<file path="config.mk">
export PLATFORM = sky130hd
export DESIGN_NAME = psi_section_parser_core_flat
export DESIGN_NICKNAME = d
export VERILOG_FILES = /design/src/psp_pkg.sv /design/src/psp_chan_if.sv /design/src/psp_parser.sv /design/src/psp_pid_table.sv /design/src/psp_out_buf.sv /design/src/psi_section_parser_core.sv /design/src/flat_wrapper.sv
export SDC_FILE = /design/constraint.sdc
export NUM_CORES = 1
export LEC_CHECK = 0
export ABC_AREA = 1
export ABC_CLOCK_PERIOD_IN_PS = 6700
export BUFFER_PORTS_ARGS = -buffer_cell sky130_fd_sc_hd__buf_4
export CORE_ASPECT_RATIO = 1.1
export CORE_UTILIZATION = 62
export DETAILED_ROUTE_END_ITERATION = 12
export PLACE_DENSITY = 0.8
export SLEW_MARGIN = 25
export SYNTH_ARGS = -nofsm -noshare
export SYNTH_HDL_FRONTEND = slang
export SYNTH_SLANG_ARGS = --single-unit
export TNS_END_PERCENT = 30
</file>
<file path="constraint.sdc">
create_clock -name clk_i -period 6.7 [get_ports clk_i]
set_input_delay 0.335 -clock clk_i [delete_from_list [all_inputs] [get_ports clk_i]]
set_output_delay 0.335 -clock clk_i [all_outputs]
set_load 0.01 [all_outputs]
</file>
<file path="src/psp_pkg.sv">
// package for the psi section parser: shared types and constants
// no dependencies
package psp_pkg;

  localparam int unsigned PID_TABLE_DEPTH_DEF = 8;

  localparam int unsigned BYTE_W   = 8;
  localparam int unsigned PROG_W   = 16;
  localparam int unsigned PID_W    = 13;
  localparam int unsigned LEN_W    = 12;
  localparam int unsigned SLOT_OUT_W = 3;
  localparam int unsigned CFG_IDX_W  = 4;
  localparam int unsigned CFG_DATA_W = 8;

  localparam logic [BYTE_W-1:0] TID_PAT = 8'h00;
  localparam logic [BYTE_W-1:0] TID_PMT = 8'h02;

  localparam logic [BYTE_W-1:0] VIDEO_TYPE_RST = 8'h02;
  localparam logic [BYTE_W-1:0] AUDIO_TYPE_RST = 8'h03;

  typedef enum logic [CFG_IDX_W-1:0] {
    CFG_VIDEO_TYPE = 4'd0,
    CFG_AUDIO_TYPE = 4'd1
  } psp_cfg_idx_e;

  typedef enum logic [2:0] {
    SEC_IDLE = 3'b001,
    SEC_PAT  = 3'b010,
    SEC_PMT  = 3'b100
  } psp_sec_e;

  typedef enum logic {
    REC_PAT = 1'b0,
    REC_PMT = 1'b1
  } psp_rec_e;

  // one finished entry out of the parser
  typedef struct packed {
    logic              fire;
    psp_rec_e          kind;
    logic [PROG_W-1:0] prog;
    logic [PID_W-1:0]  pid;
    logic [BYTE_W-1:0] stream;
    logic [LEN_W-1:0]  es_len;
  } psp_entry_t;

  // insert outcome of one pid table
  typedef struct packed {
    logic added;
    logic full;
  } psp_ins_t;

  typedef struct packed {
    psp_rec_e              record_kind;
    logic [PROG_W-1:0]     prog_num;
    logic [PID_W-1:0]      pid;
    logic [BYTE_W-1:0]     stream_kind;
    logic [LEN_W-1:0]      descriptor_length;
    logic                  video_added;
    logic                  audio_added;
    logic                  table_full;
    logic [SLOT_OUT_W-1:0] slot_index;
  } psp_result_t;

endpackage

</file>
<file path="src/psp_chan_if.sv">
// channel interfaces of the psi section parser: input, result and config
// depends on psp_pkg
interface psp_in_chan_if;
  logic       valid;
  logic       ready;
  logic [7:0] data_byte;
  logic       section_start;
  modport source (output valid, output data_byte, output section_start, input ready);
  modport sink   (input valid, input data_byte, input section_start, output ready);
endinterface

interface psp_out_chan_if;
  logic        valid;
  logic        ready;
  logic        record_kind;
  logic [15:0] prog_num;
  logic [12:0] pid;
  logic [7:0]  stream_kind;
  logic [11:0] descriptor_length;
  logic        video_added;
  logic        audio_added;
  logic        table_full;
  logic [2:0]  slot_index;
  modport source (output valid, output record_kind, output prog_num, output pid,
                  output stream_kind, output descriptor_length, output video_added,
                  output audio_added, output table_full, output slot_index,
                  input ready);
  modport sink   (input valid, input record_kind, input prog_num, input pid,
                  input stream_kind, input descriptor_length, input video_added,
                  input audio_added, input table_full, input slot_index,
                  output ready);
endinterface

interface psp_cfg_chan_if;
  logic       valid;
  logic       ready;
  logic [3:0] index;
  logic [7:0] data;
  modport source (output valid, output index, output data, input ready);
  modport sink   (input valid, input index, input data, output ready);
endinterface

</file>
<file path="src/psp_parser.sv">
// byte-serial section parser: tracks position, lengths and entry bytes
// depends on psp_pkg
module psp_parser (
  input  logic                       clk_i,
  input  logic                       rst_ni,
  input  logic                       accept_i,
  input  logic [psp_pkg::BYTE_W-1:0] data_byte_i,
  input  logic                       section_start_i,
  output psp_pkg::psp_entry_t        entry_o
);
  import psp_pkg::*;

  localparam logic [LEN_W-1:0] POS_LEN_HI  = 12'd1;
  localparam logic [LEN_W-1:0] POS_LEN_LO  = 12'd2;
  localparam logic [LEN_W-1:0] POS_PROG_HI = 12'd3;
  localparam logic [LEN_W-1:0] POS_PROG_LO = 12'd4;
  localparam logic [LEN_W-1:0] POS_PAT_LOOP = 12'd8;
  localparam logic [LEN_W-1:0] POS_INFO_HI = 12'd10;
  localparam logic [LEN_W-1:0] POS_INFO_LO = 12'd11;
  localparam logic [LEN_W-1:0] POS_MAX     = 12'hFFF;
  localparam logic [2:0]       PAT_LAST    = 3'd3;
  localparam logic [2:0]       PMT_LAST    = 3'd4;

  psp_sec_e          kind_q, kind_d;
  logic [LEN_W-1:0]  pos_q, pos_d;
  logic [LEN_W-1:0]  len_q, len_d;
  logic [LEN_W-1:0]  info_q, info_d;
  logic [PROG_W-1:0] prog_q, prog_d;
  logic [39:0]       ent_q, ent_d;
  logic [2:0]        phase_q, phase_d;
  logic [LEN_W-1:0]  skip_q, skip_d;
  logic [39:0]       shifted;
  logic [LEN_W-1:0]  info_full;
  logic              past_loop;

  assign shifted   = {ent_q[31:0], data_byte_i};
  assign info_full = info_q | {4'h0, data_byte_i};
  assign past_loop = ({1'b0, pos_q} + 13'd1) >= {1'b0, len_q};

  always_comb begin
    kind_d  = kind_q;
    pos_d   = pos_q;
    len_d   = len_q;
    info_d  = info_q;
    prog_d  = prog_q;
    ent_d   = ent_q;
    phase_d = phase_q;
    skip_d  = skip_q;
    entry_o = '0;
    entry_o.prog = prog_q;
    if (accept_i) begin
      if (section_start_i) begin
        kind_d  = (data_byte_i == TID_PAT) ? SEC_PAT :
                  (data_byte_i == TID_PMT) ? SEC_PMT : SEC_IDLE;
        pos_d   = POS_LEN_HI;
        len_d   = '0;
        info_d  = '0;
        prog_d  = '0;
        ent_d   = '0;
        phase_d = '0;
        skip_d  = '0;
      end else if (kind_q != SEC_IDLE) begin
        if (pos_q != POS_MAX) begin
          pos_d = pos_q + 12'd1;
        end
        if (pos_q == POS_LEN_HI) begin
          len_d = {data_byte_i[3:0], 8'h00};
        end else if (pos_q == POS_LEN_LO) begin
          len_d = len_q | {4'h0, data_byte_i};
        end else if (pos_q == POS_PROG_HI) begin
          prog_d = {data_byte_i, 8'h00};
        end else if (pos_q == POS_PROG_LO) begin
          prog_d = {prog_q[15:8], data_byte_i};
        end else if (past_loop) begin
          // crc and trailing bytes
        end else if (kind_q == SEC_PAT) begin
          if (pos_q >= POS_PAT_LOOP) begin
            ent_d   = shifted;
            phase_d = phase_q + 3'd1;
            if (phase_q == PAT_LAST) begin
              phase_d       = '0;
              entry_o.fire  = 1'b1;
              entry_o.kind  = REC_PAT;
              entry_o.prog  = shifted[31:16];
              entry_o.pid   = shifted[12:0];
            end
          end
        end else begin
          if (pos_q < POS_INFO_HI) begin
            // fixed header bytes
          end else if (pos_q == POS_INFO_HI) begin
            info_d = {data_byte_i[3:0], 8'h00};
          end else if (pos_q == POS_INFO_LO) begin
            info_d = info_full;
            skip_d = info_full;
          end else if (skip_q != '0) begin
            skip_d = skip_q - 12'd1;
          end else begin
            ent_d   = shifted;
            phase_d = phase_q + 3'd1;
            if (phase_q == PMT_LAST) begin
              phase_d        = '0;
              skip_d         = shifted[11:0];
              entry_o.fire   = 1'b1;
              entry_o.kind   = REC_PMT;
              entry_o.pid    = shifted[28:16];
              entry_o.stream = shifted[39:32];
              entry_o.es_len = shifted[11:0];
            end
          end
        end
      end
    end
  end

  always_ff @(posedge clk_i or negedge rst_ni) begin
    if (!rst_ni) begin
      kind_q  <= SEC_IDLE;
      pos_q   <= '0;
      len_q   <= '0;
      info_q  <= '0;
      prog_q  <= '0;
      ent_q   <= '0;
      phase_q <= '0;
      skip_q  <= '0;
    end else begin
      kind_q  <= kind_d;
      pos_q   <= pos_d;
      len_q   <= len_d;
      info_q  <= info_d;
      prog_q  <= prog_d;
      ent_q   <= ent_d;
      phase_q <= phase_d;
      skip_q  <= skip_d;
    end
  end

endmodule

</file>
<file path="src/psp_pid_table.sv">
// deduplicating pid table with per-slot valid bits
// depends on psp_pkg
module psp_pid_table #(
  parameter int unsigned Depth = psp_pkg::PID_TABLE_DEPTH_DEF,
  parameter int unsigned SlotW = (Depth > 1) ? $clog2(Depth) : 1
) (
  input  logic                      clk_i,
  input  logic                      rst_ni,
  input  logic                      req_i,
  input  logic [psp_pkg::PID_W-1:0] pid_i,
  output psp_pkg::psp_ins_t         ins_o,
  output logic [SlotW-1:0]          slot_o
);
  import psp_pkg::*;

  logic [PID_W-1:0] pid_q [Depth];
  logic [Depth-1:0] valid_q, valid_d;
  logic             hit;
  logic             free_found;
  logic [SlotW-1:0] free_slot;

  always_comb begin
    hit        = 1'b0;
    free_found = 1'b0;
    free_slot  = '0;
    for (int i = 0; i < Depth; i++) begin
      if (valid_q[i]) begin
        if (pid_q[i] == pid_i) begin
          hit = 1'b1;
        end
      end else if (!free_found) begin
        free_found = 1'b1;
        free_slot  = SlotW'(i);
      end
    end
    ins_o.added = req_i && !hit && free_found;
    ins_o.full  = req_i && !hit && !free_found;
    slot_o      = free_slot;
    valid_d     = valid_q;
    if (ins_o.added) begin
      valid_d[free_slot] = 1'b1;
    end
  end

  always_ff @(posedge clk_i or negedge rst_ni) begin
    if (!rst_ni) begin
      valid_q <= '0;
    end else begin
      valid_q <= valid_d;
    end
  end

  always_ff @(posedge clk_i) begin
    if (ins_o.added) begin
      pid_q[free_slot] <= pid_i;
    end
  end

endmodule

</file>
<file path="src/psp_out_buf.sv">
// result register with a skid stage behind it
// depends on psp_pkg
module psp_out_buf (
  input  logic                 clk_i,
  input  logic                 rst_ni,
  input  logic                 push_i,
  input  psp_pkg::psp_result_t data_i,
  output logic                 ready_o,
  output logic                 valid_o,
  input  logic                 ready_i,
  output psp_pkg::psp_result_t data_o
);
  import psp_pkg::*;

  logic        out_v_q, out_v_d;
  logic        skid_v_q, skid_v_d;
  psp_result_t out_q, out_d;
  psp_result_t skid_q, skid_d;
  logic        pop;

  assign pop     = out_v_q && ready_i;
  assign ready_o = !skid_v_q;
  assign valid_o = out_v_q;
  assign data_o  = out_q;

  always_comb begin
    out_v_d  = out_v_q;
    skid_v_d = skid_v_q;
    out_d    = out_q;
    skid_d   = skid_q;
    if (skid_v_q) begin
      if (pop) begin
        out_d    = skid_q;
        skid_v_d = 1'b0;
      end
    end else if (push_i) begin
      if (!out_v_q || pop) begin
        out_d   = data_i;
        out_v_d = 1'b1;
      end else begin
        skid_d   = data_i;
        skid_v_d = 1'b1;
      end
    end else if (pop) begin
      out_v_d = 1'b0;
    end
  end

  always_ff @(posedge clk_i or negedge rst_ni) begin
    if (!rst_ni) begin
      out_v_q  <= 1'b0;
      skid_v_q <= 1'b0;
    end else begin
      out_v_q  <= out_v_d;
      skid_v_q <= skid_v_d;
    end
  end

  always_ff @(posedge clk_i) begin
    out_q  <= out_d;
    skid_q <= skid_d;
  end

endmodule

</file>
<file path="src/psi_section_parser_core.sv">
// top level of the psi section parser: parser, two pid tables, result buffer
// depends on psp_pkg, psp_chan_if, psp_parser, psp_pid_table, psp_out_buf
//
//   channel    dir  payload                                        accepted when
//   in_chan    in   data_byte, section_start                       valid && ready
//   out_chan   out  record_kind .. slot_index (one result record)  valid && ready
//   cfg_chan   in   index, data (type codes)                       valid && ready
//
// one byte per cycle while ready is high; each byte is parsed and the table lookup done in the
// cycle it is accepted, its result is registered at that edge, in the output
// register or, when that one is stalled, in the skid stage behind it
// a byte can be accepted while a result waits; ready drops only when both the
// output register and the skid stage hold results
// reset clears parser state and table valid bits at once; config is always ready
module psi_section_parser_core #(
  parameter int unsigned PID_TABLE_DEPTH = psp_pkg::PID_TABLE_DEPTH_DEF
) (
  input logic     clk_i,
  input logic     rst_ni,
  psp_in_chan_if.sink    in_chan,
  psp_out_chan_if.source out_chan,
  psp_cfg_chan_if.sink   cfg_chan
);
  import psp_pkg::*;

  localparam int unsigned SlotW = (PID_TABLE_DEPTH > 1) ? $clog2(PID_TABLE_DEPTH) : 1;

  logic              accept;
  logic              buf_ready;
  psp_entry_t        entry;
  logic [BYTE_W-1:0] video_code_q, audio_code_q;
  logic              video_req, audio_req;
  psp_ins_t          video_ins, audio_ins;
  logic [SlotW-1:0]  video_slot, audio_slot;
  logic [SlotW+2:0]  video_slot_ext, audio_slot_ext;
  psp_result_t       result, out_data;

  assign accept       = in_chan.valid && buf_ready;
  assign in_chan.ready = buf_ready;
  assign cfg_chan.ready = 1'b1;

  always_ff @(posedge clk_i or negedge rst_ni) begin
    if (!rst_ni) begin
      video_code_q <= VIDEO_TYPE_RST;
      audio_code_q <= AUDIO_TYPE_RST;
    end else if (cfg_chan.valid) begin
      case (cfg_chan.index)
        CFG_VIDEO_TYPE: video_code_q <= cfg_chan.data;
        CFG_AUDIO_TYPE: audio_code_q <= cfg_chan.data;
        default: ;
      endcase
    end
  end

  psp_parser u_parser (
    .clk_i           (clk_i),
    .rst_ni          (rst_ni),
    .accept_i        (accept),
    .data_byte_i     (in_chan.data_byte),
    .section_start_i (in_chan.section_start),
    .entry_o         (entry)
  );

  assign video_req = entry.fire && (entry.kind == REC_PMT) && (entry.stream == video_code_q);
  assign audio_req = entry.fire && (entry.kind == REC_PMT) && (entry.stream == audio_code_q);

  psp_pid_table #(.Depth(PID_TABLE_DEPTH), .SlotW(SlotW)) u_video_tab (
    .clk_i  (clk_i),
    .rst_ni (rst_ni),
    .req_i  (video_req),
    .pid_i  (entry.pid),
    .ins_o  (video_ins),
    .slot_o (video_slot)
  );

  psp_pid_table #(.Depth(PID_TABLE_DEPTH), .SlotW(SlotW)) u_audio_tab (
    .clk_i  (clk_i),
    .rst_ni (rst_ni),
    .req_i  (audio_req),
    .pid_i  (entry.pid),
    .ins_o  (audio_ins),
    .slot_o (audio_slot)
  );

  assign video_slot_ext = {3'b000, video_slot};
  assign audio_slot_ext = {3'b000, audio_slot};

  always_comb begin
    result.record_kind       = entry.kind;
    result.prog_num          = entry.prog;
    result.pid               = entry.pid;
    result.stream_kind       = entry.stream;
    result.descriptor_length = entry.es_len;
    result.video_added       = video_ins.added;
    result.audio_added       = audio_ins.added;
    result.table_full        = video_ins.full || audio_ins.full;
    result.slot_index        = video_ins.added ? video_slot_ext[SLOT_OUT_W-1:0] :
                               audio_ins.added ? audio_slot_ext[SLOT_OUT_W-1:0] :
                               '0;
  end

  psp_out_buf u_out_buf (
    .clk_i   (clk_i),
    .rst_ni  (rst_ni),
    .push_i  (entry.fire),
    .data_i  (result),
    .ready_o (buf_ready),
    .valid_o (out_chan.valid),
    .ready_i (out_chan.ready),
    .data_o  (out_data)
  );

  assign out_chan.record_kind       = out_data.record_kind;
  assign out_chan.prog_num          = out_data.prog_num;
  assign out_chan.pid               = out_data.pid;
  assign out_chan.stream_kind       = out_data.stream_kind;
  assign out_chan.descriptor_length = out_data.descriptor_length;
  assign out_chan.video_added       = out_data.video_added;
  assign out_chan.audio_added       = out_data.audio_added;
  assign out_chan.table_full        = out_data.table_full;
  assign out_chan.slot_index        = out_data.slot_index;

endmodule

</file>
<file path="src/flat_wrapper.sv">
// flat-port wrapper written by rule: the top's interface ports become plain ports
module psi_section_parser_core_flat import psp_pkg::*;
#(
  parameter int unsigned PID_TABLE_DEPTH = psp_pkg::PID_TABLE_DEPTH_DEF
)
  (clk_i, rst_ni, in_chan_valid, in_chan_data_byte, in_chan_section_start, in_chan_ready, out_chan_valid, out_chan_record_kind, out_chan_prog_num, out_chan_pid, out_chan_stream_kind, out_chan_descriptor_length, out_chan_video_added, out_chan_audio_added, out_chan_table_full, out_chan_slot_index, out_chan_ready, cfg_chan_valid, cfg_chan_index, cfg_chan_data, cfg_chan_ready);
  psp_in_chan_if in_chan_i ();
  psp_out_chan_if out_chan_i ();
  psp_cfg_chan_if cfg_chan_i ();
  input logic clk_i;
  input logic rst_ni;
  input wire logic [$bits(in_chan_i.valid)-1:0] in_chan_valid;
  input wire logic [$bits(in_chan_i.data_byte)-1:0] in_chan_data_byte;
  input wire logic [$bits(in_chan_i.section_start)-1:0] in_chan_section_start;
  output wire logic [$bits(in_chan_i.ready)-1:0] in_chan_ready;
  output wire logic [$bits(out_chan_i.valid)-1:0] out_chan_valid;
  output wire logic [$bits(out_chan_i.record_kind)-1:0] out_chan_record_kind;
  output wire logic [$bits(out_chan_i.prog_num)-1:0] out_chan_prog_num;
  output wire logic [$bits(out_chan_i.pid)-1:0] out_chan_pid;
  output wire logic [$bits(out_chan_i.stream_kind)-1:0] out_chan_stream_kind;
  output wire logic [$bits(out_chan_i.descriptor_length)-1:0] out_chan_descriptor_length;
  output wire logic [$bits(out_chan_i.video_added)-1:0] out_chan_video_added;
  output wire logic [$bits(out_chan_i.audio_added)-1:0] out_chan_audio_added;
  output wire logic [$bits(out_chan_i.table_full)-1:0] out_chan_table_full;
  output wire logic [$bits(out_chan_i.slot_index)-1:0] out_chan_slot_index;
  input wire logic [$bits(out_chan_i.ready)-1:0] out_chan_ready;
  input wire logic [$bits(cfg_chan_i.valid)-1:0] cfg_chan_valid;
  input wire logic [$bits(cfg_chan_i.index)-1:0] cfg_chan_index;
  input wire logic [$bits(cfg_chan_i.data)-1:0] cfg_chan_data;
  output wire logic [$bits(cfg_chan_i.ready)-1:0] cfg_chan_ready;
  assign in_chan_i.valid = in_chan_valid;
  assign in_chan_i.data_byte = in_chan_data_byte;
  assign in_chan_i.section_start = in_chan_section_start;
  assign in_chan_ready = in_chan_i.ready;
  assign out_chan_valid = out_chan_i.valid;
  assign out_chan_record_kind = out_chan_i.record_kind;
  assign out_chan_prog_num = out_chan_i.prog_num;
  assign out_chan_pid = out_chan_i.pid;
  assign out_chan_stream_kind = out_chan_i.stream_kind;
  assign out_chan_descriptor_length = out_chan_i.descriptor_length;
  assign out_chan_video_added = out_chan_i.video_added;
  assign out_chan_audio_added = out_chan_i.audio_added;
  assign out_chan_table_full = out_chan_i.table_full;
  assign out_chan_slot_index = out_chan_i.slot_index;
  assign out_chan_i.ready = out_chan_ready;
  assign cfg_chan_i.valid = cfg_chan_valid;
  assign cfg_chan_i.index = cfg_chan_index;
  assign cfg_chan_i.data = cfg_chan_data;
  assign cfg_chan_ready = cfg_chan_i.ready;
  psi_section_parser_core #(.PID_TABLE_DEPTH(PID_TABLE_DEPTH)) u_core (.clk_i(clk_i), .rst_ni(rst_ni), .in_chan(in_chan_i), .out_chan(out_chan_i), .cfg_chan(cfg_chan_i));
endmodule
</file>
Word-level counts from Yosys, hierarchy flattened --
Memory sizes are Yosys's and may differ from the RTL's. Index checks and enable logic that the tools add are counted.
Storage, ports and cells: output and inout bits 59, flip-flop bits (word level) 248, logic and storage cells 333, memories 2, RAM bits 208
Memory list:
- u_core.u_audio_tab.pid_q | words 8, width 13, rd ports 8, clocked after Yosys merged registers in 0, wr ports 1, line psp_pid_table.sv:16 | logic [PID_W-1:0] pid_q [Depth];
- u_core.u_video_tab.pid_q | words 8, width 13, rd ports 8, clocked after Yosys merged registers in 0, wr ports 1, line psp_pid_table.sv:16
Operators by class: magnitude comparators 7, mux-type cells 188, add/sub/neg operators 4, reductions and logical operators 47, bitwise gates (word level) 6, eq/ne operators 46
Operators by type and width (number):
- $mux W32 | 13
- $mux W51 | 8
- $mux W12 | 31
- $mux W56 | 4
- $eq A13 B13 Y1 | 16
- $mux W33 | 5
- $mux W3 | 43
- $mux W16 | 6
- $mux W1 | 65
- $mux W31 | 2
- $eq A12 B2 Y1 const B | 2
- $eq A12 B4 Y1 const B | 2
- $or A12 B8 Y12 | 2
- $mux W20 | 1
- $ne A2 B2 Y1 const B | 9
- $eq A8 B8 Y1 | 2
- $or A8 B8 Y8 | 2
- $reduce_and A3 Y1 | 5
- $add A12 B1 Y13 const B | 1
- $ge A13 B12 Y1 | 1
- $logic_and A1 B1 Y1 | 13
- $mux W13 | 1
- $add A12 B1 Y12 const B | 1
- $eq A12 B1 Y1 const B | 1
- 33 further kinds | 62

Depth between registers and ports, before layout --
word-level depth 40, mapped depth 37

Modules after synthesis --
From an unflattened synthesis, not the netlist that was laid out.
Second synthesis, totals: cell total of the unflattened synthesis 2634, area total of the unflattened synthesis 23059.6 um2
By module, submodules not included:
- psp_parser | area an instance 6872.8 um2, cells each 991, times used 1, seq. area each 2553.7 um2
- psp_pid_table (u_core.u_video_tab) | area an instance 5485.3 um2, cells each 603, times used 1, seq. area each 3323.2 um2
- psp_pid_table (u_core.u_audio_tab) | area an instance 5450.2 um2, cells each 583, times used 1, seq. area each 3323.2 um2
- psp_out_buf | area an instance 4196.5 um2, cells each 311, times used 1, seq. area each 3413.3 um2
- psi_section_parser_core | area an instance 1054.8 um2, cells each 146, times used 1, seq. area each 404.1 um2

Worst setup path after synthesis --
OpenSTA, ideal clock, no wires.
path kind reg-to-reg, start reg u_core.u_parser.pos_q[0], end reg u_core.u_out_buf.out_q (netlist bit u_core.u_out_buf.data_o[0]), enable pin, clock period less this slack 6.159 ns, buffers on the path 1, cell stages (with the launch flop) 18, arrival 5.670 ns, required time 6.210 ns, path slack 0.541 ns, library setup time 0.490 ns, cell sequence dfrtp_1 -> inv_1 -> nor3_1 -> nand3_1 -> nor2_1 -> nand3_1 -> nor3_1 -> xor2_1 -> inv_1 -> ha_1 -> inv_1 -> o211ai_1 -> a21oi_1 -> nand2_1 -> nor2_1 -> clkbuf_1 -> nor2_1 -> o22ai_1
On the way: cells in the longest elaborated chain, start to end 15, elaborated cells on any way between the ends 25, classes of those cells add/sub: 1; order compare: 3; eq/ne: 6; mux: 13; reduce/logical: 2
RTL lines:
- start, declared | line psp_parser.sv:25 | logic [LEN_W-1:0] pos_q, pos_d;
- start signal, assigned | line psp_parser.sv:128 | pos_q <= pos_d;
- branches (longest 9 deep; another with $add A12 B1 Y13)
- $mux W51 (*) | line psp_parser.sv:66 | if (pos_q == POS_LEN_HI) begin
- $mux W51 (*) | line psp_parser.sv:62 | end else if (kind_q != SEC_IDLE) begin
- $mux W51 (*) | line psp_parser.sv:52 | if (section_start_i) begin
- $mux W51 (*) | line psp_parser.sv:51 | if (accept_i) begin
- $reduce_bool A2 Y1 (no source line) (*)
- $reduce_and A3 Y1 (no source line) (*)
- end signal, assigned | line psp_out_buf.sv:60 | out_q <= out_d;
- end, declared | line psp_out_buf.sv:17 | psp_result_t out_q, out_d;
Mark *: on every way between the ends. A chain may end at the register's enable or synchronous reset.

Worst setup path after layout --
start reg u_core.u_parser.pos_q[0], end mem u_core.u_audio_tab.pid_q[6][1], enable pin
On the way: cells in the longest elaborated chain, start to end 35, elaborated cells on any way between the ends 60, classes of those cells add/sub: 1; order compare: 3; eq/ne: 15; mux: 36; reduce/logical: 5
RTL lines:
- branches (longest 9 deep; another with $add A12 B1 Y13)
- $mux W51 (*) | line psp_parser.sv:66
- $mux W51 (*) | line psp_parser.sv:62
- $mux W51 (*) | line psp_parser.sv:52
- $mux W51 (*) | line psp_parser.sv:51
- $eq A13 B13 Y1 | line psp_pid_table.sv:28 | if (pid_q[i] == pid_i) begin
- $mux W1 | line psp_pid_table.sv:28
- $mux W1 | line psp_pid_table.sv:27 | if (valid_q[i]) begin
- [10 not listed]
- $mux W1 | line psp_pid_table.sv:28
- $mux W1 | line psp_pid_table.sv:27
- $mux W1 | line psp_pid_table.sv:28
- $mux W1 | line psp_pid_table.sv:27
- $logic_not A1 Y1 | line psp_pid_table.sv:36 | ins_o.added = req_i && !hit && free_found;
- $logic_and A1 B1 Y1 (*) (2 in a row) | line psp_pid_table.sv:36
- $mux W1 (*) | line psp_pid_table.sv:54 | if (ins_o.added) begin
- $mux W1 (implied by the code) (*) | line psp_pid_table.sv:55 | pid_q[free_slot] <= pid_i;
- end, declared | line psp_pid_table.sv:16
Marked as above.

==> metrics.csv <==
stage,metric,value,unit
status,status,"complete, no violations",
placed_design,dp.cells,2917,
worst_setup_path,cp_slowest_cell,nor2_1,
worst_setup_path,crit_buf_inv,4,
worst_setup_path,crit_top_cell,nand2_1,
timing,rsz0062_at_grt,false,
logic_synthesis,synth_cell_types,55,
global_routing,grtUsageMet2,52.4,%
worst_setup_path,reg2reg_slack,670,ps
routing,vias,17900,
timing,setup_tns,0,ps
routing,ant_nets,0,
global_routing,grt_use_total,33.6,%
cells_and_area,final_cell_mix,"nand2_1, edfxtp_1, inv_1",
timing,worst_pin_slew,1080,ps
timing,finalSetupViolCount,0,
power_and_ir_drop,ir_drop,0.000174,V
clock_network,cts_tree,yes,
global_routing,grt_pass1_wl,93900,um
global_routing,grt_max_degree,76,
cells_and_area,drive_above_1_share,10.9,%
clock_network,clockBufferDepth,3,
clock_network,post_cts.repair.setup_buffers,0,
clock_network,cts_resized,0,
timing,finalClockSkew,22.4,ps
timing,drv_slew,0,
floorplan,dieWidth,182,um
clock_network,clk_latency,560,ps
logic_synthesis,syn_nets,2438,
logic_synthesis,synth_flop_cell,edfxtp_1,
routing,drtIter0Drc,2492,
worst_setup_path,critPathTopFamily,simple AND/OR/NAND/NOR gates,
cells_and_area,final_util,70.4,%
timing,finalCritPeriodShare,90.0,%
timing,fin_crit,6030,ps
worst_setup_path,critical_path_required,6880,ps
logic_synthesis,yosysWarnings,0,
floorplan,io-pin-count,85,
cells_and_area,nets,2532,
power_and_ir_drop,p_leak,11.0,nW
global_routing,use_met3,6.17,%
global_routing,grt_busiest_layer,met2,
worst_setup_path,crit_path_end_kind,register,
routing,routed_via_density,5.97,
worst_setup_path,cp_max_fo,14,
cells_and_area,final_cells,2997,
timing,hold_viol,0,
logic_synthesis,netlist_instances,2389,
floorplan,rows,72,
timing,setup_ws,668,ps
logic_synthesis,synth_edf_count,320,
floorplan,initial_utilization,63.0,%
placed_design,dp_hpwl,38600,um
cells_and_area,layout_commonest_cell,nand2_1,
timing,holdWs,50.7,ps
worst_setup_path,max_stage_delay,830,ps
cells_and_area,area_growth,11.7,%
power_and_ir_drop,power_density,286,mW/mm^2
worst_setup_path,regToRegEndpoint,u_core.u_audio_tab.pid_q[6][1]$_DFFE_PP_,
logic_synthesis,syn_area_per_cell,9.29,sq um
clock_network,path_clk_slew,60,ps
cells_and_area,finalInstanceArea,0.0248,sq mm
logic_synthesis,synth_area,0.0222,sq mm
worst_setup_path,cp-start-kind,register,
logic_synthesis,ys_ff_latch,456,
floorplan,die_h,200,um
global_routing,grt_pass1_vias,17100,
clock_network,cts_root_buf,clkbuf_16,
logic_synthesis,yosysSeqAreaShare,58.6,%
power_and_ir_drop,finalPower,7.10,mW
routing,drc,0,
routing,wirelength,60500,um
placed_design,place_area,0.0233,sq mm
timing,fmax,166,MHz
clock_network,cts.sinks,456,
worst_setup_path,crit_type,reg2reg,
worst_setup_path,worst_r2r_path_depth,26,
worst_setup_path,r2r-start,u_core.u_parser.pos_q[0]$_DFFE_PN0P_,
placed_design,place_congestion,0.987,
routing,wl_per_cell,20.2,um
global_routing,overflow,0,
placed_design,place_ws,903,ps
cells_and_area,fillers,2446,
hold_path,hold_path_end,u_core.audio_code_q[1]$_DFFE_PN1P_,
clock_network,cts_inserted_buffers,44,
timing,slew_headroom,27.9,%
logic_synthesis,synthArstFlopShare,29.8,%
global_routing,antenna_found_initial,0,
cells_and_area,diodes,0,
hold_path,whs_path_depth,3,
global_routing,met1_usage,45.8,%
floorplan,dieArea,0.0366,sq mm
placed_design,portBuffers,83,
job,max_cap_viol_count,0,
hold_path,worstHoldStart,cfg_chan_data[1],
hold_path,hold_path_class,in2reg,
routing,first_pass_iters,6,
floorplan,fp.coreArea,0.0352,sq mm
clock_network,htreeDepth,2,
worst_setup_path,cp.arrival,6220,ps
## routing by layer
layer | routed length (um) | vias up
met1 | 23400 | 8440
met5 | 0 | -
met3 | 6600 | 246
li1 | - | 8037
met4 | 3070 | 0
met2 | 27400 | 1155
## sequential cells by signal (all words and copies together), names as in the netlist
signal and count:
u_core.u_parser.phase_q 3, u_core.u_parser.pos_q 12, u_core.audio_code_q 8, u_core.u_parser.len_q 12, u_core.u_out_buf.valid_o 1, u_core.u_out_buf.skid_v_q 1
u_core.u_video_tab.pid_q 104, u_core.u_audio_tab.pid_q 104, u_core.u_audio_tab.valid_q 8, u_core.u_out_buf.data_o 56, u_core.u_video_tab.valid_q 8, u_core.u_parser.kind_q 3
u_core.u_parser.ent_q 32, u_core.u_out_buf.skid_q 56, u_core.u_parser.info_q 12, u_core.u_parser.skip_q 12, u_core.video_code_q 8, u_core.u_parser.prog_q 16
## power breakdown
group / switching (mW) / internal, mW / leakage [nW] / total, mW
Sequential: 0.156 / 3.23 / 4.80 / 3.39
Combinational: 0.824 / 0.364 / 5.54 / 1.19
Clock: 1.05 / 1.47 / 0.703 / 2.52
## logic make-up (layout without fill, tap and decap cells)
family | count (synthesis) | count (layout) | share of synthesized area, %
AOI/OAI and AO/OA | 273 | 273 | 7.01
xor gates and xnor gates | 40 | 40 | 1.58
buffers and inverters | 348 | 475 | 6.80
DFF | 456 | 456 | 58.6
and+or+nand+nor | 1247 | 1247 | 24.6
adders and majority gates | 23 | 23 | 1.30
other | 1 | 1 | 0.0169
muxes | 1 | 1 | 0.0507
## tightest hold or removal path, cell delays in order
cell and delay, ps:
buf_4 110, inv_1 50, o21ai_0 90
## cell usage after synthesis, types with 19 or more instances
library cell / count / share of area [%]
inv_1: 255 / 4.3
o21ai_0: 148 / 3.3
a21oi_1: 39 / 0.88
clkbuf_1: 33 / 0.56
dfrtp_1: 132 / 15
nand2_1: 732 / 12
o21ai_1: 19 / 0.43
xor2_1: 31 / 1.2
nand2_2: 21 / 0.59
ha_1: 23 / 1.3
nand3b_1: 82 / 2.8
buf_2: 20 / 0.45
nor2_1: 216 / 3.7
nand3_1: 120 / 2.7
edfxtp_1: 320 / 43
## worst max path at each step
stage,startpoint,end,slack [ps],depth (start not counted)
6_report,u_core.u_parser.pos_q[0]$_DFFE_PN0P_,u_core.u_audio_tab.pid_q[6][1]$_DFFE_PP_,670,26
5_1_grt,u_core.u_parser.pos_q[0]$_DFFE_PN0P_,u_core.u_video_tab.pid_q[0][10]$_DFFE_PP_,240,29
4_1_cts,u_core.u_parser.pos_q[0]$_DFFE_PN0P_,u_core.u_video_tab.pid_q[0][10]$_DFFE_PP_,860,29
3_5_place_dp,u_core.u_parser.pos_q[0]$_DFFE_PN0P_,u_core.u_audio_tab.pid_q[6][1]$_DFFE_PP_,900,26
3_3_place_gp,u_core.u_parser.pos_q[0]$_DFFE_PN0P_,u_core.u_audio_tab.pid_q[6][1]$_DFFE_PP_,1070,26
2_1_floorplan,u_core.u_parser.pos_q[0]$_DFFE_PN0P_,u_core.u_out_buf.data_o[0]$_DFFE_PP_,540,17
## repair_timing
action                     in CTS  in global routing
hold buffers                    1                  0
setup endpoints to repair       0                  0
hold endpoints to repair       58                  0
## cell type report
type / instances / area [sq um] / area share [%]
sequential: 456 / 13000 / 52.5
multi-input combinational: 1585 / 7710 / 31.1
clock buffer: 57 / 1210 / 4.88
timing repair buffer: 135 / 1040 / 4.18
inverter: 261 / 980 / 3.95
tap: 481 / 602 / 2.43
clock inverter: 22 / 243 / 0.979
(Power assumes the default switching activity.)
